**src/design/tdpt_pkg.sv**
```systemverilog
// Shared constants and types of the trial-division prime test.
package tdpt_pkg;

  localparam int NUMBER_WIDTH = 32;
  // Width of the trial divisor 6k+1 and of the 6k counter.
  localparam int SW = (NUMBER_WIDTH + 1) / 2 + 1;
  // Width of the running square (6k)^2.
  localparam int SQW = NUMBER_WIDTH + 2;
  localparam int CNT_W = $clog2(NUMBER_WIDTH);
  localparam int S_DATA_W = ((NUMBER_WIDTH + 7) / 8) * 8;
  localparam int M_DATA_W = 8;

  typedef struct packed {
    logic                    start;
    logic [NUMBER_WIDTH-1:0] dividend;
    logic [SW-1:0]           divisor;
  } div_req_t;

  typedef struct packed {
    logic done;
    logic rem_zero;
  } div_status_t;

endpackage

```
**src/design/tdpt_divider.sv**
```systemverilog
// Serial restoring divider that works through one dividend bit a cycle and reports whether the remainder is zero.
module tdpt_divider (
  input  logic                 clk,
  input  logic                 rst,
  input  tdpt_pkg::div_req_t   req,
  output tdpt_pkg::div_status_t status
);
  import tdpt_pkg::*;

  logic                    busy;
  logic                    done;
  logic [CNT_W-1:0]        cnt;
  logic [SW-1:0]           rem;
  logic [SW-1:0]           divisor;
  logic [NUMBER_WIDTH-1:0] dv;
  logic [SW:0]             trial;

  assign trial = {rem, dv[NUMBER_WIDTH-1]};

  always_ff @(posedge clk) begin
    if (rst) begin
      busy <= 1'b0;
      done <= 1'b0;
      cnt  <= '0;
    end else begin
      done <= 1'b0;
      if (req.start && !busy) begin
        busy    <= 1'b1;
        cnt     <= '0;
        rem     <= '0;
        dv      <= req.dividend;
        divisor <= req.divisor;
      end else if (busy) begin
        if (trial >= {1'b0, divisor}) begin
          rem <= SW'(trial - {1'b0, divisor});
        end else begin
          rem <= trial[SW-1:0];
        end
        dv <= {dv[NUMBER_WIDTH-2:0], 1'b0};
        if (cnt == CNT_W'(NUMBER_WIDTH - 1)) begin
          busy <= 1'b0;
          done <= 1'b1;
        end else begin
          cnt <= cnt + 1'b1;
        end
      end
    end
  end

  assign status.done     = done;
  assign status.rem_zero = (rem == '0);

endmodule

```
**config.mk**
```make
export PLATFORM = sky130hd
export DESIGN_NAME = tdpt_divider
export DESIGN_NICKNAME = d
export VERILOG_FILES = /design/src/design/tdpt_pkg.sv /design/src/design/tdpt_divider.sv
export SDC_FILE = /design/constraint.sdc
export NUM_CORES = 1
export LEC_CHECK = 0
export BUFFER_PORTS_ARGS = -buffer_cell sky130_fd_sc_hd__buf_2
export CORE_UTILIZATION = 50
export DETAILED_ROUTE_END_ITERATION = 6
export PLACE_DENSITY = 0.74
export SYNTH_ARGS = -nofsm -noshare
export SYNTH_HDL_FRONTEND = slang
export SYNTH_SLANG_ARGS = --single-unit
```
**constraint.sdc**
```tcl
create_clock -name clk -period 3.4 [get_ports clk]
set_clock_uncertainty 0.2 [all_clocks]
set_input_delay 0.34 -clock clk [delete_from_list [all_inputs] [get_ports clk]]
set_output_delay 0.34 -clock clk [all_outputs]
set_load 0.05 [all_outputs]
```
==> metrics.txt, run 1 <==
outcome finished, final reports clean; CTS tree built; Buffers on Ports 53; Die Ht 91.5 um; GRT Overall Usage 21.4%; RePlAce Congestion around 0.88; Critical Path Source Type register; combinational power share 20.9%; critical path, cell by cell inv_1 -> ha_1 -> inv_1 -> fa_1 -> a211oi_2 -> o21ai_1 -> a211o_1 -> a31o_1 -> mux2i_1 -> nor2_1; commonest register cell after synthesis edfxtp_1; max cap viols 0; sequential share of power 45.4%; Warnings, synthesis 0; Internal between 1500 and 2000 uW; share of cells above drive strength 1 17.4%; Post-Layout Cell Count slightly below 600; # DRC 0; vias post-DR 3152; CTS clock-pin slew for the worst setup and hold paths 80 ps; Synth Cell Area 4010 um2; worst-margin pin slew 1060 ps; Seq. cell area 2120 um2; worst vdd ir 0.277 mV; Sink Count between 70 and 80; Crit Path Class reg2reg; clock network power share 33.7%; CTS root buf clkbuf_8; area occupied by multi-input gates 1730 um2; Power Dens Cells slightly above 500 nW/um2; Net Sw Frac 27.4%; clk buf depth 2; CP max FO 17; # IOs 54; diode count 0; Detail Route Antenna Nets 0; initial antenna violation count 0; Seq/Total Area, Yosys between 50 and 60%; Critical Path End Type register; die span in x between 90 and 100 um; Fill cells between 600 and 700; die area 8380 um2; Largest stage delay, worst path 480 ps; LEAKAGE slightly above 0.002 uW; most frequent cells in the layout nand2_1, edfxtp_1, buf_2, a21oi_1, nor2_1; area delta synth->final 19.2%; EDFF count, synth 66; Final Max Tran Viols 0; nets 555; Sw Pwr 667 uW; register bit total from synthesis 73; critical path's slowest cell a31o_1; R2R Setup Slk 290 ps; Req. time, crit path 3260 ps; fin crit share 91.4%; router iterations before antenna repair 5; H-tree levels 3; post-route cell area roughly 4800 um2; pin count of the biggest net entering global routing 47; Vias/cell 5.34; first-pass GRT wire length 13.9 mm; most common cell after layout, fill and taps aside nand2_1; dpl hpwl between 5 and 6 mm; Worst Hold Class in2reg; Post-CTS Hold Fix Bufs 17; syn_area_per_cell 9.66 um2; FFs w/ async S/R, synth 0%; unrepaired setup endpoints after global routing false; Site Rows 32; syn_nets 487; most used cell, CP inv_1; Final Hold Fails 0; cts bufs inserted 9; CP delay by family, top compound AO/OA/AOI/OAI gates; minimum clock period between 3000 and 4000 ps; vias in the first global route slightly above 3k; Setup-failing EPs final 0; Final Util 61.8%; setup bufs post-CTS 0; worst path arrival time 2970 ps; Buf/Inv on CP 2; synth unique cells 49; placed inst area 4370 um2; GRT overflow 0; initial DRC count 174; Clock Latency Late Sink 350 ps; Initial Utilization between 50 and 60%; WL/cell 14.1 um; WL final between 8 and 9 mm; core area 7730 um2; relative slew slack 29.0%; placed cell count between 500 and 600; setup TNS 0 ps; synthesized instance count 415; post-cts sizing count 0; fmax 322 MHz
## per-stage QoR
stage	total power, uW	hold slack [ps]	worst slack [ps]
CTS	2440	36.7	302
global placement	1600	262	390
global route	2550	34.4	86.1
floorplan	1490	239	593
detailed placement	1610	259	337
finish	2440	38.0	293
## final cells by class
type	instances	share of cell area, %
Timing Repair Buffer	75	9.90
Clock buffer	9	2.59
Tap cell	102	2.67
Inverter	22	1.73
Clock inverter	7	2.49
Sequential cell	73	44.4
Multi-Input combinational cell	302	36.2
## logic make-up after synthesis
family | synth area share [%]
and+or+nand+nor | 19.8
AOI/OAI and AO/OA | 13.1
DFF | 53.0
buffers and inverters | 4.25
adders and majority gates | 6.43
xor gates and xnor gates | 1.97
muxes | 1.53
## sequential cells by signal, summed over array words and instances, names as in the netlist
name	count
busy	1
cnt	5
divisor	17
done	1
dv	32
rem	17
## cell usage after synthesis, types with 2 or more instances
| library cell | count | share of area [%] |
|---|---|---|
| nand2_1 | 131 | 12 |
| edfxtp_1 | 66 | 49 |
| a21oi_1 | 27 | 3.4 |
| nor2_1 | 25 | 2.3 |
| inv_1 | 22 | 2.1 |
| ha_1 | 19 | 5.9 |
| o21ai_0 | 13 | 1.6 |
| clkbuf_1 | 9 | 0.84 |
| buf_2 | 7 | 0.87 |
| dfxtp_1 | 7 | 3.5 |
| xnor2_1 | 6 | 1.3 |
| a21o_1 | 5 | 0.94 |
| mux2i_1 | 5 | 1.2 |
| nand3_1 | 5 | 0.62 |
| nor4_1 | 5 | 0.78 |
| o21a_1 | 5 | 0.94 |
| a211oi_2 | 4 | 1.2 |
| a311oi_1 | 4 | 0.87 |
| nand4_1 | 4 | 0.62 |
| nand2b_1 | 3 | 0.47 |
| o211ai_1 | 3 | 0.56 |
| xor2_1 | 3 | 0.66 |
| a211o_1 | 2 | 0.44 |
| a211oi_1 | 2 | 0.37 |
| a22oi_1 | 2 | 0.37 |
| a31o_1 | 2 | 0.44 |
| and2_1 | 2 | 0.31 |
| and3_1 | 2 | 0.31 |
| nor2b_1 | 2 | 0.31 |
| nor3_1 | 2 | 0.25 |
| o21ai_1 | 2 | 0.25 |
| o22ai_1 | 2 | 0.31 |
## worst paths after layout
kind,start,end,cells after the start
worst max-delay path,dv[31],rem[3],10
worst min register to register,cnt[3],cnt[3],1
worst max register to register,dv[31],rem[3],10
worst min-delay path,req[28],dv[11],3
## worst reg2reg max path, stage by stage, from the launching register on
cell and delay [ps]:
edfxtp_1 390, inv_1 70, ha_1 140, inv_1 60
fa_1 420, a211oi_2 300, o21ai_1 110, a211o_1 340
a31o_1 480, mux2i_1 260, nor2_1 60
## layer usage
layer  share of wire [%]  GRT usage [%]  up-vias
met4                 1.3           8.99        0
met3                 5.6           4.52       13
met1                  43           26.5     1466
met5                   0              0        -
met2                  50           36.1       82
li1                    -              -     1591
## power by group through the flow
stage                     Combinational (uW)  Clock, uW  Sequential (uW)
final                                    508        822             1110
after global routing                     574        864             1110
after CTS                                505        832             1100
after detailed placement                 485          0             1120
after global placement                   473          0             1120
after floorplan                          376          0             1110
No activity file was read; power rests on OpenSTA's default activity.
==> run 2: changes to the inputs <==
BUFFER_PORTS_ARGS = unset   (was -buffer_cell sky130_fd_sc_hd__buf_2)
DONT_BUFFER_PORTS = 1   (was unset)
PLACE_DENSITY = 0.68   (was 0.74)
==> metrics.txt, run 2 (same netlist as run 1, synthesis figures left out) <==
fin crit share between 90% and 100%; unrepaired setup endpoints after global routing false; RePlAce Congestion 0.892; Vias/cell approximately 5.6; CTS root buf clkbuf_8; Hold Slack between 70 and 80 ps; most frequent cells in the layout nand2_1, edfxtp_1, dlygate4sd3_1, a21oi_1, nor2_1; max cap viols 0; Final Hold Fails 0; Reg2Reg Depth 10; cts bufs inserted 9; worst-margin pin slew 1070 ps; vias post-DR between 3k and 4k; area delta synth->final 20.0%; GRT overflow 0; # IOs 54; # DRC 0; H-tree levels 3; Critical Path Stages 10; post-route cell area 4810 um2; CTS clock-pin slew for the worst setup and hold paths 80 ps; CTS tree built; router iterations before antenna repair 4; initial DRC count 196; Worst Hold Class in2reg; diode count 0; Detail Route Antenna Nets 0; Buffers on Ports 0; pin count of the biggest net entering global routing 51; critical path's slowest cell a31o_1; number of flip-flops in the largest register 32; Fill cells just over 600; CP max FO 17; WHS Path Cells 2; WL/cell 15.4 um; Biggest register dv; Sink Count 73; clk buf depth 2; critical path, cell by cell inv_1 -> ha_1 -> inv_1 -> fa_1 -> a211oi_2 -> o21ai_1 -> a211o_1 -> a31o_1 -> nor2_1 -> a211oi_2; fmax 318 MHz; Site Rows 32; CP delay by family, top compound AO/OA/AOI/OAI gates; worst path arrival time roughly 3000 ps; Largest stage delay, worst path 480 ps; placed inst area between 4000 and 5000 um2; most common cell after layout, fill and taps aside nand2_1; LEAKAGE between 0.0015 and 0.002 uW; Crit Path Class reg2reg; vias in the first global route about 3.2k; final total power 2320 uW; setup TNS 0 ps; initial antenna violation count 0; nets about 540; Initial Utilization approximately 52%; post-cts sizing count 0; WL final 8.80 mm; Buf/Inv on CP 2; die area approximately 8400 um2; dpl hpwl 5.48 mm; Final Max Tran Viols 0; minimum clock period 3140 ps; core area 7730 um2; Critical Path Source Type register; die span in x 91.5 um; outcome finished, final reports clean; first-pass GRT wire length 14.8 mm; Critical Path End Type register; Clock Latency Late Sink between 300 and 400 ps; Power Dens Cells slightly below 500 nW/um2; share of cells above drive strength 1 about 7%; relative slew slack 28.7%; Req. time, crit path 3260 ps; worst vdd ir 0.304 mV; Setup-failing EPs final 0; biggest regs dv (32), divisor (17), rem (17); Die Ht slightly above 90 um; GRT Overall Usage 22.7%
[run 2: changes by cell type in the layout (fill, tap and decap cells not counted)]
cell	previous run	this run
inv_6	0	2
buf_2	53	0
nor4_1	5	4
dlygate4sd3_1	17	50
nor4_2	0	1
bufinv_16	3	1
[run 2: timing repair]
action / CTS / global route
endpoints found under the setup margin: 0 / 0
hold endpoints to repair: 55 / 0
buffers inserted: 0 / 0
hold buffers: 50 / 0
[run 2: layout make-up]
class	count	area [um2]	area share (%)
Inverter	22	82.6	1.72
Timing Repair Buffer	55	538	11.2
Clock buffer	9	124	2.58
Tap cell	102	128	2.65
Sequential cell	73	2120	44.1
Clock inverter	7	76.3	1.59
Multi-Input combinational cell	302	1740	36.1
[run 2: path summary, 6_finish.rpt]
path,start,endpoint,slack [ps]
max,dv[31],rem[2],260
min,req[49],cnt[2],70
min reg2reg,cnt[3],cnt[3],300
max reg2reg,dv[31],rem[2],260
[run 2: stage by stage]
stage,setup slack [ps],instances,util (%)
floorplan,593,415,-
global placement,386,504,53.1
detailed placement,311,504,53.1
CTS,264,570,62.2
global route,45.4,570,62.2
finish,255,570,62.2
[run 2: metal layers]
metal | wire, um | part of all wire (%) | vias up | GRT usage (%)
met5 | 0 | 0 | - | 0
met4 | 150 | 1.7 | 0 | 8.07
met3 | 428 | 4.9 | 15 | 5.03
met1 | 3760 | 43 | 1502 | 27.5
met2 | 4470 | 51 | 93 | 39.7
li1 | - | - | 1554 | -
[run 2: power by group]
part,switching [uW],internal [uW]
clock,359,344
sequential,38.9,1070
combinational,293,218
